[config.mk]
export PLATFORM = sky130hd
export DESIGN_NAME = coap_block2_download_controller
export DESIGN_NICKNAME = d
export VERILOG_FILES = /design/src/rtl/coapb2_pkg.sv /design/src/rtl/coap_block2_download_controller.sv
export SDC_FILE = /design/constraint.sdc
export NUM_CORES = 1
export LEC_CHECK = 0
export BUFFER_PORTS_ARGS = -buffer_cell sky130_fd_sc_hd__buf_2
export CAP_MARGIN = 20
export CORE_MARGIN = 8
export CORE_UTILIZATION = 57
export DETAILED_ROUTE_END_ITERATION = 8
export MAX_ROUTING_LAYER = met4
export PLACE_DENSITY = 0.8
export SLEW_MARGIN = 20
export SYNTH_ARGS = -nofsm -noshare
export SYNTH_HDL_FRONTEND = slang
export SYNTH_SLANG_ARGS = --single-unit
export TNS_END_PERCENT = 10
[constraint.sdc]
create_clock -name clock -period 3.5 [get_ports clock]
set_input_delay 0.175 -clock clock [delete_from_list [all_inputs] [get_ports clock]]
set_output_delay 0.175 -clock clock [all_outputs]
set_load 0.005 [all_outputs]
[src/rtl/coapb2_pkg.sv]
`default_nettype none
// ----------------------------------------------------------------------------
// CoAP Block2 download controller package
// Shared beat types, phase codes, error codes and protocol constants.
// ----------------------------------------------------------------------------
package coapb2_pkg;

   // Width of the stored block number; the result field is always 20 bits.
   localparam int BLOCK_NUM_BITS = 20;
   localparam int REQ_BLOCK_BITS = 20;

   // Phase codes.
   localparam logic [2:0] PH_IDLE = 3'd0;
   localparam logic [2:0] PH_SEND = 3'd1;
   localparam logic [2:0] PH_RECV = 3'd2;
   localparam logic [2:0] PH_ERR  = 3'd3;
   localparam logic [2:0] PH_DONE = 3'd4;

   // Event kinds.
   localparam logic [1:0] KIND_STEP  = 2'd0;
   localparam logic [1:0] KIND_START = 2'd1;
   localparam logic [1:0] KIND_STOP  = 2'd2;

   // Request building status.
   localparam logic [1:0] SEND_OK        = 2'd0;
   localparam logic [1:0] SEND_OPT_FAIL  = 2'd1;
   localparam logic [1:0] SEND_SER_FAIL  = 2'd2;
   localparam logic [1:0] SEND_XMIT_FAIL = 2'd3;

   // Receive status.
   localparam logic [1:0] RECV_NONE       = 2'd0;
   localparam logic [1:0] RECV_PARSED     = 2'd1;
   localparam logic [1:0] RECV_FAIL       = 2'd2;
   localparam logic [1:0] RECV_PARSE_FAIL = 2'd3;

   // Error codes.
   localparam logic [3:0] ERR_NONE     = 4'd0;
   localparam logic [3:0] ERR_OPTION   = 4'd1;
   localparam logic [3:0] ERR_SERIAL   = 4'd2;
   localparam logic [3:0] ERR_SEND     = 4'd3;
   localparam logic [3:0] ERR_TIMEOUT  = 4'd4;
   localparam logic [3:0] ERR_RECEIVE  = 4'd5;
   localparam logic [3:0] ERR_PARSE    = 4'd6;
   localparam logic [3:0] ERR_NOTFOUND = 4'd7;
   localparam logic [3:0] ERR_SERVER   = 4'd8;
   localparam logic [3:0] ERR_BLOCK    = 4'd9;

   // Message constants.
   localparam logic [7:0] CODE_CONTENT   = 8'd69;
   localparam logic [7:0] CODE_NOT_FOUND = 8'd132;
   localparam logic [1:0] TYPE_ACK       = 2'd2;

   // Configuration register indexes.
   localparam logic CSR_MAX_ATTEMPTS = 1'b0;
   localparam logic CSR_TIMEOUT      = 1'b1;

   // Reset values of the configuration registers.
   localparam logic [3:0] MAX_ATTEMPTS_RST = 4'd4;
   localparam logic [7:0] TIMEOUT_RST      = 8'd2;

   typedef struct packed {
      logic [1:0]  kind;
      logic [1:0]  send_status;
      logic [1:0]  receive_status;
      logic [1:0]  msg_type;
      logic [15:0] msg_id;
      logic [7:0]  msg_code;
      logic        block_ok;
      logic        more_blocks;
      logic [15:0] fresh_mid;
   } req_type;

   typedef struct packed {
      logic [2:0]                phase;
      logic                      request_valid;
      logic [15:0]               request_mid;
      logic [REQ_BLOCK_BITS-1:0] request_block;
      logic                      store_chunk;
      logic [3:0]                error_code;
      logic [7:0]                wait_seconds;
   } rsp_type;

endpackage
`default_nettype wire

[src/rtl/coap_block2_download_controller.sv]
`default_nettype none
// ----------------------------------------------------------------------------
// CoAP Block2 download controller
// Sequences a block-wise download over confirmable GET requests.
// ----------------------------------------------------------------------------
// Each request beat carries one event (step, start or stop) and produces
// exactly one response beat. A beat is captured in an input register, run
// through the phase handler, and lands in a result register; one beat is
// taken every cycle when the response side does not stall. The update of
// the phase, message id, block number and retry count as each beat lands
// in the result register is what sets that rate.
// Configuration writes take effect at once and belong between downloads.
module coap_block2_download_controller (
   input  wire                    clock,
   input  wire                    reset,
   input  wire                    req_valid,
   output logic                   req_stall,
   input  wire coapb2_pkg::req_type req_data,
   output logic                   rsp_valid,
   input  wire                    rsp_stall,
   output coapb2_pkg::rsp_type    rsp_data,
   input  wire                    csr_we,
   input  wire                    csr_index,
   input  wire [7:0]              csr_wdata
);
   import coapb2_pkg::*;

   // Configuration registers.
   logic [3:0] max_attempts_ff;
   logic [7:0] timeout_ff;

   // Input and result stages.
   logic    in_valid_ff;
   req_type in_ff;
   logic    out_valid_ff;
   rsp_type out_ff;
   rsp_type out_in;
   logic    out_free;
   logic    advance;

   // Controller state.
   logic [2:0]                phase_now_ff, phase_now_in;
   logic [2:0]                phase_next_ff, phase_next_in;
   logic [15:0]               mid_ff, mid_in;
   logic [3:0]                attempt_ff, attempt_in;
   logic [BLOCK_NUM_BITS-1:0] block_ff, block_in;
   logic [3:0]                error_ff, error_in;
   logic [4:0]                attempt_inc;
   logic                      retry;
   logic [15:0]               mid_fixed;

   // Configuration writes.
   always_ff @(posedge clock) begin
      if (reset) begin
         max_attempts_ff <= MAX_ATTEMPTS_RST;
         timeout_ff      <= TIMEOUT_RST;
      end else if (csr_we) begin
         if (csr_index == CSR_MAX_ATTEMPTS) begin
            max_attempts_ff <= csr_wdata[3:0];
         end else begin
            timeout_ff <= csr_wdata;
         end
      end
   end

   // Stage flow: the input beat moves on whenever the result slot is free.
   assign out_free  = !out_valid_ff || !rsp_stall;
   assign advance   = in_valid_ff && out_free;
   assign req_stall = in_valid_ff && !out_free;
   assign rsp_valid = out_valid_ff;
   assign rsp_data  = out_ff;

   always_ff @(posedge clock) begin
      if (reset) begin
         in_valid_ff <= 1'b0;
      end else if (!req_stall) begin
         in_valid_ff <= req_valid;
      end
   end

   always_ff @(posedge clock) begin
      if (!req_stall) begin
         in_ff <= req_data;
      end
   end

   always_ff @(posedge clock) begin
      if (reset) begin
         out_valid_ff <= 1'b0;
      end else if (out_free) begin
         out_valid_ff <= advance;
      end
   end

   always_ff @(posedge clock) begin
      if (advance) begin
         out_ff <= out_in;
      end
   end

   // Retry count and the message id once it has been fixed for a send.
   assign attempt_inc = {1'b0, attempt_ff} + 5'd1;
   assign mid_fixed   = (mid_ff == 16'd0) ? in_ff.fresh_mid : mid_ff;

   // Phase handler for the beat in the input register.
   always_comb begin
      phase_now_in  = phase_now_ff;
      phase_next_in = phase_next_ff;
      mid_in        = mid_ff;
      attempt_in    = attempt_ff;
      block_in      = block_ff;
      error_in      = error_ff;
      retry         = 1'b0;
      out_in        = '0;

      if (in_ff.kind == KIND_START) begin
         phase_next_in = PH_SEND;
      end else if (in_ff.kind == KIND_STOP) begin
         phase_next_in = PH_ERR;
      end else if (in_ff.kind == KIND_STEP) begin
         unique case (phase_next_ff)
            PH_IDLE: begin
               phase_now_in  = PH_IDLE;
               phase_next_in = PH_IDLE;
            end
            PH_SEND: begin
               phase_now_in = PH_SEND;
               if (in_ff.send_status == SEND_OPT_FAIL) begin
                  error_in      = ERR_OPTION;
                  phase_next_in = PH_ERR;
               end else begin
                  mid_in = mid_fixed;
                  if (in_ff.send_status == SEND_SER_FAIL) begin
                     error_in      = ERR_SERIAL;
                     phase_next_in = PH_ERR;
                  end else if (in_ff.send_status == SEND_XMIT_FAIL) begin
                     error_in      = ERR_SEND;
                     phase_next_in = PH_ERR;
                  end else begin
                     out_in.request_valid = 1'b1;
                     out_in.request_mid   = mid_fixed;
                     out_in.request_block = REQ_BLOCK_BITS'(block_ff);
                     out_in.wait_seconds  = timeout_ff;
                     phase_next_in        = PH_RECV;
                  end
               end
            end
            PH_RECV: begin
               phase_now_in = PH_RECV;
               if (in_ff.receive_status == RECV_NONE) begin
                  retry = 1'b1;
               end else if (in_ff.receive_status == RECV_FAIL) begin
                  error_in      = ERR_RECEIVE;
                  phase_next_in = PH_ERR;
               end else if (in_ff.receive_status == RECV_PARSE_FAIL) begin
                  error_in      = ERR_PARSE;
                  phase_next_in = PH_ERR;
               end else if (in_ff.msg_type != TYPE_ACK || in_ff.msg_id != mid_ff) begin
                  retry = 1'b1;
               end else if (in_ff.msg_code == CODE_NOT_FOUND) begin
                  error_in      = ERR_NOTFOUND;
                  phase_next_in = PH_ERR;
               end else if (in_ff.msg_code != CODE_CONTENT) begin
                  error_in      = ERR_SERVER;
                  phase_next_in = PH_ERR;
               end else if (!in_ff.block_ok) begin
                  error_in      = ERR_BLOCK;
                  phase_next_in = PH_ERR;
               end else begin
                  out_in.store_chunk = 1'b1;
                  attempt_in         = 4'd0;
                  if (in_ff.more_blocks) begin
                     block_in      = block_ff + BLOCK_NUM_BITS'(1);
                     mid_in        = in_ff.msg_id + 16'd1;
                     phase_next_in = PH_SEND;
                  end else begin
                     phase_next_in = PH_DONE;
                  end
               end

               // Missing or mismatched response: resend or give up.
               if (retry) begin
                  if (attempt_inc > {1'b0, max_attempts_ff}) begin
                     attempt_in    = 4'd0;
                     error_in      = ERR_TIMEOUT;
                     phase_next_in = PH_ERR;
                  end else begin
                     attempt_in    = attempt_inc[3:0];
                     phase_next_in = PH_SEND;
                  end
               end
            end
            PH_ERR: begin
               phase_now_in  = PH_ERR;
               phase_next_in = PH_IDLE;
            end
            PH_DONE: begin
               phase_now_in  = PH_DONE;
               phase_next_in = PH_IDLE;
            end
            default: begin
               phase_next_in = PH_ERR;
            end
         endcase
      end

      out_in.phase      = phase_now_in;
      out_in.error_code = error_in;
   end

   // State update as each beat passes into the result register.
   always_ff @(posedge clock) begin
      if (reset) begin
         phase_now_ff  <= PH_IDLE;
         phase_next_ff <= PH_IDLE;
         mid_ff        <= 16'd0;
         attempt_ff    <= 4'd0;
         block_ff      <= '0;
         error_ff      <= ERR_NONE;
      end else if (advance) begin
         phase_now_ff  <= phase_now_in;
         phase_next_ff <= phase_next_in;
         mid_ff        <= mid_in;
         attempt_ff    <= attempt_in;
         block_ff      <= block_in;
         error_ff      <= error_in;
      end
   end

endmodule
`default_nettype wire
==> results.md <==
* Total track usage at 0.2406
* Failing checks: negative hold slack
* Routed vias/inst at 5.955
* CTS clk-pin slew, worst paths at 0.07 ns
* Status: finished, violations left
* Min-Delay Path Class: input pin to flop
* DRC errors left at 0
* Switching Share at 0.2244
* CTS Buf Count at 17
* DR iter-0 viols at 682
* Worst-path cell chain: nor3b_1, nand4_1, nor4_1, buf_4, nand4_1, or4_1, a21oi_1
* Max VDD drop at 0.0003521 V
* Mapped Area at 7750 µm²
* Worst EP required at 3.85 ns
* Critical path type: flop to flop
* Largest net degree at the start of global routing at 60
* Register share of total power at 0.488
* Die area at 17,580 µm²
* GRT Residual Overflow at 0
* Rows at 42
* CTS root buffer: clkbuf_16
* CTS H-tree lvls at 4
* Crit path max fanout at 12
* Total power at 4.527 mW
* First-pass GRT wire length at 33.13 mm
* Synth async-reset ratio at 0
* Share of cells above drive strength 1 at 0.2164
* Die Wd at 132.6 µm
* Adder-Cell Fraction of Synth Area at 0.02583
* Comb pwr share at 0.067
* WP data arrival at 3.44 ns
* ANT nets after route at 0
* Max Slew Vio Count at 0
* Initial antenna violation count at 0
* Clock Sinks at 167
* Leak at 3.715 nW
* #FFs+latches synth at 167
* Non-filler cells, final at 1,077
* Layout area overhead at 24.81%
* Number of port buffers at 118
* Primary FF master, synth: edfxtp_1
* Unrepaired setup endpoints after global routing: no
* Pwr dens at 468.0 nW/µm²
* Initial Util at 0.5852
* Final-report hold violation count at 1
* Synth Area per Inst at 10.76 µm²
* Switching power at 1.016 mW
* Max-Cap Viols at 0
* Max Root-Sink Buffers at 2
* Final nets at 968
* Final wirelength at 20.55 mm
* Mapped Cells at 720
* P_int at 3.511 mW
* Max Freq at 0.3243 GHz
* Setup crit end kind: flop
* Critical path startpoint category: flop
* Seq/Total Area, Yosys at 0.5644
* Routed WL per cell at 19.08 µm
* Setup TNS at 0 ns
* Number of synthesized flops with an enable pin at 103
* Largest family of logic cells by synthesized area: simple AND/OR/NAND/NOR gates
* Number of global-route vias before repair at 6,578
* Clock Power Share at 0.445
* Synth unique cells at 66
* Most used cell, CP: nand4_1
* Synth warn at 0
* Vias post-DR at 6,413
* # diodes at 0
* Metal-1 WL at 8.075 mm
* DR pass1 iterations at 7
* GP Congestion at 0.9050
* Multiplexer area fraction after synthesis at 0.03067
* Critical path's slowest cell: nor3b_1
* Post-synthesis simple-gate area fraction at 0.1947
* Final HPWL from detailed placement at 13.18 mm
* Slew @ Worst Pin at 0.7934 ns
* Final setup fails at 0
* Delay of the slowest cell on the worst path at 0.58 ns
* Complex-gate fraction of the synthesized area at 0.1133
* Most frequent cells in the layout: buf_2 (118), edfxtp_1 (103), a21oi_1 (74)
* WL met3 at 1.526 mm
* WL met2 at 10.37 mm
* Max layer used: met4
* Dpl cells at 994
* Final worst-path cycle share at 0.8811
* Hold slack final at -0.001633 ns
* Core ar. at 13,240 µm²
* Clock latency on the worst-skew pair at 0.43 ns
* Gates resized, CTS repair at 0
* Clk_skew at 0.008485 ns
* CTS tree: yes
* Slew headroom at 0.4662
* Synth Net Count at 800
* Chip height at 132.6 µm
* I/O pin total at 119
* Tmin final at 3.084 ns
* Xor/xnor cell area share of the yosys netlist at 0.04230
* Most common cell after layout, fill and taps aside: buf_2
[Yosys cell counts (3+ instances only)]
library cell / number / area (µm²)
mux2_2: 6 / 67.56
o31ai_1: 11 / 82.58
nor2_2: 6 / 37.54
nand4_1: 21 / 131.4
nor3b_1: 5 / 37.54
xor2_1: 10 / 87.58
o41ai_1: 4 / 35.03
mux2i_1: 8 / 80.08
clkbuf_1: 21 / 78.83
xnor2_2: 4 / 65.06
a21o_1: 3 / 22.52
buf_2: 4 / 20.02
or3_1: 13 / 81.33
nor2_1: 62 / 232.7
ha_1: 16 / 200.2
nand3_1: 33 / 165.2
nor3_1: 10 / 50.05
or4_1: 9 / 67.56
dfxtp_1: 64 / 1281
nor4_1: 11 / 68.82
inv_1: 20 / 75.07
nand2_1: 47 / 176.4
and2_1: 31 / 193.9
nand3b_1: 3 / 22.52
nand2b_1: 5 / 31.28
mux2_4: 6 / 90.09
and3_1: 6 / 37.54
o21ai_0: 29 / 145.1
xnor2_1: 20 / 175.2
edfxtp_1: 103 / 3093
a31oi_1: 4 / 25.02
a21oi_1: 74 / 370.4
buf_1: 7 / 26.28
[per-layer routing]
layer,vias up,GRT usage
li1,3000,-
met2,305,0.4082
met5,-,-
met1,3064,0.2682
met3,44,0.05564
met4,0,0.1009
[kinds of logic after synthesis]
group                      count (synthesis)
buffers and inverters                     54
AOI/OAI and AO/OA                        149
xor gates and xnor gates                  34
and+or+nand+nor                          280
adders and majority gates                 16
DFF                                      167
muxes                                     20
[worst max-delay path, delay by kind of cell, from the launching register on]
kind            cells  cell delay (ns)
simple gates        5             2.07
flops               1             0.55
buf+inv             1             0.23
compound gates      1             0.16
[cell type report]
cell class / count / area, µm²
clock inverters: 11 / 157.7
clock buffers: 21 / 481.7
well taps: 176 / 220.2
repair buffers: 183 / 1206
inverters: 20 / 75.07
multi-input cells: 499 / 3158
fillers: 908 / 3570
flip-flops and latches: 167 / 4374
[metrics by stage]
step | utilization | area [µm²] | setup WS [ns]
CTS | 0.7304 | 9673 | 0.4624
floorplan | - | 7750 | 0.4588
global placement | 0.6436 | 8523 | 0.5235
finish | 0.7304 | 9673 | 0.4162
global route | 0.7304 | 9673 | 0.2827
detailed placement | 0.6436 | 8523 | 0.5141
[power groups by stage]
stage	combinational [mW]	clock [mW]	sequential (mW)
6_report	0.302	2.01	2.21
3_5_place_dp	0.250	0	2.25
5_1_grt	0.329	2.10	2.22
4_1_cts	0.295	2.01	2.21
3_3_place_gp	0.241	0	2.25
2_1_floorplan	0.148	0	2.23
[state kept, by name (all words and copies together) (netlist names)]
register / count
block_ff: 20
rsp_valid: 1
phase_next_ff: 3
error_ff: 4
in_valid_ff: 1
timeout_ff: 8
rsp_data: 53
attempt_ff: 4
in_ff: 50
phase_now_ff: 3
max_attempts_ff: 4
mid_ff: 16
[what timing repair did]
action | CTS | global route
hold endpoints to repair | 51 | 0
setup buffers | 0 | 0
hold buffers | 51 | 0
[path summary, 6_finish.rpt]
check / cells after the start / start / to / slack [ns]
worst max-delay path: 7 / phase_next_ff[1]$_SDFFE_PP0P_ / block_ff[9]$_SDFFE_PP0P_ / 0.42
worst min-delay path: 2 / req_valid / in_valid_ff$_SDFFE_PP0N_ / -0.002
worst max register to register: 7 / phase_next_ff[1]$_SDFFE_PP0P_ / block_ff[9]$_SDFFE_PP0P_ / 0.42
worst min register to register: 2 / timeout_ff[2]$_SDFFE_PP0P_ / timeout_ff[2]$_SDFFE_PP0P_ / 0.46
No activity file was read; power rests on OpenSTA's default activity.
